[src/sv/cct_pkg.sv]
// ----------------------------------------------------------------------------
// cct_pkg
// Shared types and codes of the character class transliterator.
// ----------------------------------------------------------------------------
package cct_pkg;

  // default capacity of each expanded class
  localparam int unsigned CLASS_DEPTH = 256;
  // one map entry per byte value
  localparam int unsigned MAP_DEPTH   = 256;
  localparam int unsigned BYTE_W      = 8;

  // range marker inside a description
  localparam logic [7:0] DASH = 8'h2D;

  // item kinds
  localparam logic [2:0] KIND_SRC   = 3'd0;
  localparam logic [2:0] KIND_DST   = 3'd1;
  localparam logic [2:0] KIND_FIN   = 3'd2;
  localparam logic [2:0] KIND_DATA  = 3'd3;
  localparam logic [2:0] KIND_CLEAR = 3'd4;

  // finish status codes
  localparam logic [2:0] STATUS_OK       = 3'd0;
  localparam logic [2:0] STATUS_REVERSED = 3'd1;
  localparam logic [2:0] STATUS_EMPTY    = 3'd2;
  localparam logic [2:0] STATUS_MISMATCH = 3'd3;
  localparam logic [2:0] STATUS_OVERFLOW = 3'd4;

  // sequencer states
  typedef enum logic [2:0] {
    S_IDLE,
    S_PUT,
    S_FLUSH,
    S_CHECK,
    S_BUILD,
    S_LOOKUP,
    S_EMIT
  } state_e;

endpackage

[src/sv/cct_ram.sv]
// ----------------------------------------------------------------------------
// cct_ram
// Generic single-write, single-read RAM with a registered read port.
// ----------------------------------------------------------------------------
module cct_ram #(
  parameter int unsigned WIDTH = cct_pkg::BYTE_W,
  parameter int unsigned DEPTH = cct_pkg::CLASS_DEPTH
) (
  input  logic                     clk_i,
  input  logic                     we_i,
  input  logic [$clog2(DEPTH)-1:0] waddr_i,
  input  logic [WIDTH-1:0]         wdata_i,
  input  logic [$clog2(DEPTH)-1:0] raddr_i,
  output logic [WIDTH-1:0]         rdata_o
);

  logic [WIDTH-1:0] mem_q [DEPTH];
  logic [WIDTH-1:0] rdata_q;

  // write port
  always_ff @(posedge clk_i) begin
    if (we_i) begin
      mem_q[waddr_i] <= wdata_i;
    end
  end

  // registered read port
  always_ff @(posedge clk_i) begin
    rdata_q <= mem_q[raddr_i];
  end

  assign rdata_o = rdata_q;

endmodule

[config.mk]
export PLATFORM = sky130hd
export DESIGN_NAME = cct_ram
export DESIGN_NICKNAME = d
export VERILOG_FILES = /design/src/sv/cct_pkg.sv /design/src/sv/cct_ram.sv
export SDC_FILE = /design/constraint.sdc
export NUM_CORES = 2
export LEC_CHECK = 0
export ABC_CLOCK_PERIOD_IN_PS = 3800
export BUFFER_PORTS_ARGS = -buffer_cell sky130_fd_sc_hd__buf_2
export CORE_ASPECT_RATIO = 0.8
export CORE_MARGIN = 10
export CORE_UTILIZATION = 55
export CTS_BUF_LIST = sky130_fd_sc_hd__clkbuf_8 sky130_fd_sc_hd__clkbuf_16
export CTS_CLUSTER_DIAMETER = 120
export DETAILED_ROUTE_END_ITERATION = 16
export PLACE_DENSITY_LB_ADDON = 0.25
export SLEW_MARGIN = 25
export SYNTH_ARGS = -nofsm -noshare
export SYNTH_HDL_FRONTEND = slang
export SYNTH_SLANG_ARGS = --single-unit
[constraint.sdc]
create_clock -name clk_i -period 3.8 [get_ports clk_i]
set_input_delay 0.38 -clock clk_i [delete_from_list [all_inputs] [get_ports clk_i]]
set_output_delay 0.38 -clock clk_i [all_outputs]
set_load 0.1 [all_outputs]
==> impl_metrics.csv <==
group,metric,value,unit
sta,hold_violations,0,
logic_synthesis,seq_area_frac_synth,77.50,%
floorplanning,num_io_pins,34,
placement,dpl_cell_area,83900,µm²
sta,relSlewSlack,21.62,%
layout,finalNetCount,4101,
critical_path,worstPathRequired,4.46,ns
sta,maxSlewViolCount,0,
layout,final_cells,6126,
clock_tree,cts-root-buf,"clkbuf_16",
placement,dp_hpwl,121500,µm
outcome,status,"finished clean",
logic_synthesis,synth_cell_types,55,
placement,portBuffers,33,
routing,wirelength,196700,µm
sta,skew,0.02121,ns
routing,firstDrtPassIters,8,
routing,wl_per_cell,32.11,µm
critical_path,crit_top_cell,"nor4_1",
routing,antenna_left,0,
clock_tree,clock_path_buffers,3,
clock_tree,cts_tree,"yes",
layout,syn2layout_area_growth,12.92,%
clock_tree,clk_pin_slew_worst_paths,0.06,ns
layout,layout-drive-gt1-share,26.67,%
routing,first_iter_violations,5954,
logic_synthesis,netlist.area_leader.share,77.30,%
critical_path,critPathTopFamily,"simple AND/OR/NAND/NOR gates",
floorplanning,die_x,445.2,µm
critical_path,slowest_delay,0.96,ns
floorplanning,rows,124,
floorplanning,initial_utilization,55.50,%
logic_synthesis,yosys.area.top_type,"edfxtp_1",
logic_synthesis,mappedNetlistArea,79560,µm²
logic_synthesis,synthArstFlopShare,0,%
critical_path,cp_max_fo,1,
critical_path,critical_path_buf_inv_count,1,
pwr,p_leak,28.46,nW
run,max-cap-violations,0,
pwr,powerDensity,509.4,nW/µm²
placement,place.gp.congestion,0.8526,
sta,fmax,310.4,MHz
logic_synthesis,synthTopCellsByArea,"edfxtp_1, mux4_2, mux2i_1, nor2_1, a22oi_1",
critical_path,setup.worst_path.end_class,"register",
logic_synthesis,synth.avg_cell_area,21.31,µm²
min_path,hold_class,"in2reg",
floorplanning,core_area,143400,µm²
logic_synthesis,synth-seq-cells,2056,
logic_synthesis,syn_nets,3759,
critical_path,path_cells,"mux4_2 -> nor2b_1 -> a211oi_1 -> nor2_1 -> nor4_1 -> buf_4 -> nor4_1",
critical_path,critPathSlowestCell,"nor4_1",
critical_path,arrival,3.89,ns
clock_tree,post_cts_resize_count,0,
logic_synthesis,syn_inst,3733,
floorplanning,die_y,360.2,µm
critical_path,cp-start-kind,"register",
pwr,peakVddDrop,542.5,µV
clock_tree,cts.htree.levels,4,
global_route,grt_overflow,0,
routing,num_vias,40050,
sta,tightest_slew,1.146,ns
sta,fin_crit_sh,84.77,%
sta,finalSetupViolations,0,
routing,drc,0,
global_route,grt_pass1_vias,39500,
clock_tree,numCtsBuffers,186,
routing,viasPerCell,6.538,
global_route,grt_max_degree,144,
placement,dp_cells,5776,
clock_tree,worstSkewPairLatency,0.82,ns
logic_synthesis,synth_edf_count,2048,
sta,period_minus_slack,3.221,ns
global_route,grt_pass1_wl,286000,µm
global_route,track_usage,24.47,%
layout,design_area,89830,µm²
logic_synthesis,synth_flop_cell,"edfxtp_1",
floorplanning,dieArea,160400,µm²
critical_path,crit_type,"reg2reg",
clock_tree,clock-sinks,2056,
logic_synthesis,ys_warn_count,0,
sta,rsz0062_at_grt,"false",
global_route,antenna_found_initial,12,
==> metal layers <==
metal | vias to the layer above | GRT usage [%] | part of all wire (%)
li1 | 16390 | - | -
met1 | 21090 | 37.03 | 41
met2 | 2246 | 35.54 | 45
met3 | 320 | 5.951 | 11
met4 | 8 | 7.329 | 2.8
met5 | - | 0.05988 | 0.029
==> timing repair <==
action,in CTS,in global routing
buffers inserted,0,0
hold buffers,1,0
hold endpoints to repair,2,0
==> cell usage after synthesis (all sizes together) (31+ instances only) <==
library cell,number
nand3,34
a21oi,96
edfxtp,2048
a22oi,133
nor2b,31
clkbuf,111
mux2i,134
mux4,456
nand2,33
o221ai,47
buf,122
nor2,282
==> placed cells by master (no fill, tap or decap), types with 4 or more instances in the layout <==
| cell type | instances |
|---|---|
| edfxtp_1 | 2048 |
| mux4_2 | 454 |
| buf_4 | 320 |
| nor2_1 | 279 |
| clkbuf_16 | 193 |
| mux2i_1 | 134 |
| a22oi_1 | 133 |
| a21oi_1 | 96 |
| o221ai_1 | 46 |
| clkinv_1 | 45 |
| inv_1 | 39 |
| clkinv_2 | 38 |
| buf_12 | 35 |
| nand2_1 | 32 |
| nand3_1 | 31 |
| o22ai_1 | 28 |
| nor2b_1 | 27 |
| nor4_1 | 22 |
| buf_2 | 21 |
| nor3_1 | 20 |
| a211oi_1 | 16 |
| bufinv_16 | 14 |
| a221oi_1 | 13 |
| nand4_1 | 10 |
| o211ai_1 | 10 |
| o21ai_0 | 10 |
| nand2b_1 | 8 |
| a22o_1 | 8 |
| buf_8 | 8 |
| dfxtp_1 | 8 |
| diode_2 | 7 |
| and2_1 | 6 |
| inv_6 | 6 |
| nor4_2 | 5 |
| o22a_1 | 5 |
| or2_2 | 4 |
| o32ai_1 | 4 |
| clkbuf_8 | 4 |
==> where the power goes <==
group          switching (W)  total (W)  internal [W]
registers          0.0000438     0.0250        0.0250
clock network        0.00812     0.0183        0.0102
logic                0.00162    0.00245      0.000830
total                0.00979     0.0458        0.0360
==> cells by family after synthesis <==
logic type | synth area share, %
AND/OR/NAND/NOR | 2.628
flip-flops | 77.50
AO/OA/AOI/OAI | 3.419
buffers and inverters | 1.831
multiplexers | 14.62
==> per-stage QoR <==
step	TNS (ns)	setup WS [ns]	utilization (%)	power, W	hold WS (ns)
2_1_floorplan	0	1.482	-	0.02684	0.4789
3_3_place_gp	-0.6759	-0.2264	58.50	0.02793	0.8415
3_5_place_dp	-0.1674	-0.1674	58.53	0.02797	0.8519
4_1_cts	0	0.6863	62.65	0.04595	0.04817
5_1_grt	0	0.6846	62.66	0.04699	0.05592
6_report	0	0.5788	62.66	0.04576	0.02443
==> layout make-up <==
class | count | area (µm²)
sequential | 2056 | 61660
fill | 9700 | 53520
multi-input combinational | 1442 | 16520
clock buffer | 195 | 4857
timing repair buffer | 387 | 3366
tap | 1890 | 2365
clock inverter | 147 | 1044
antenna | 7 | 17.52
inverter | 2 | 7.507
==> state kept, by name, indices dropped and copies added (netlist names) <==
| signal | count |
|---|---|
| mem_q | 2048 |
| rdata_o | 8 |
==> final timing paths <==
kind,startpoint,cells after the start,end,slack (ns)
worst max register to register,mem_q[72][4]$_DFFE_PP_,7,rdata_o[4]$_DFF_P_,0.58
worst max-delay path,mem_q[72][4]$_DFFE_PP_,7,rdata_o[4]$_DFF_P_,0.58
worst min register to register,mem_q[39][6]$_DFFE_PP_,6,rdata_o[6]$_DFF_P_,1.15
worst min-delay path,wdata_i[1],1,mem_q[215][1]$_DFFE_PP_,0.02
(Power assumes the default switching activity.)
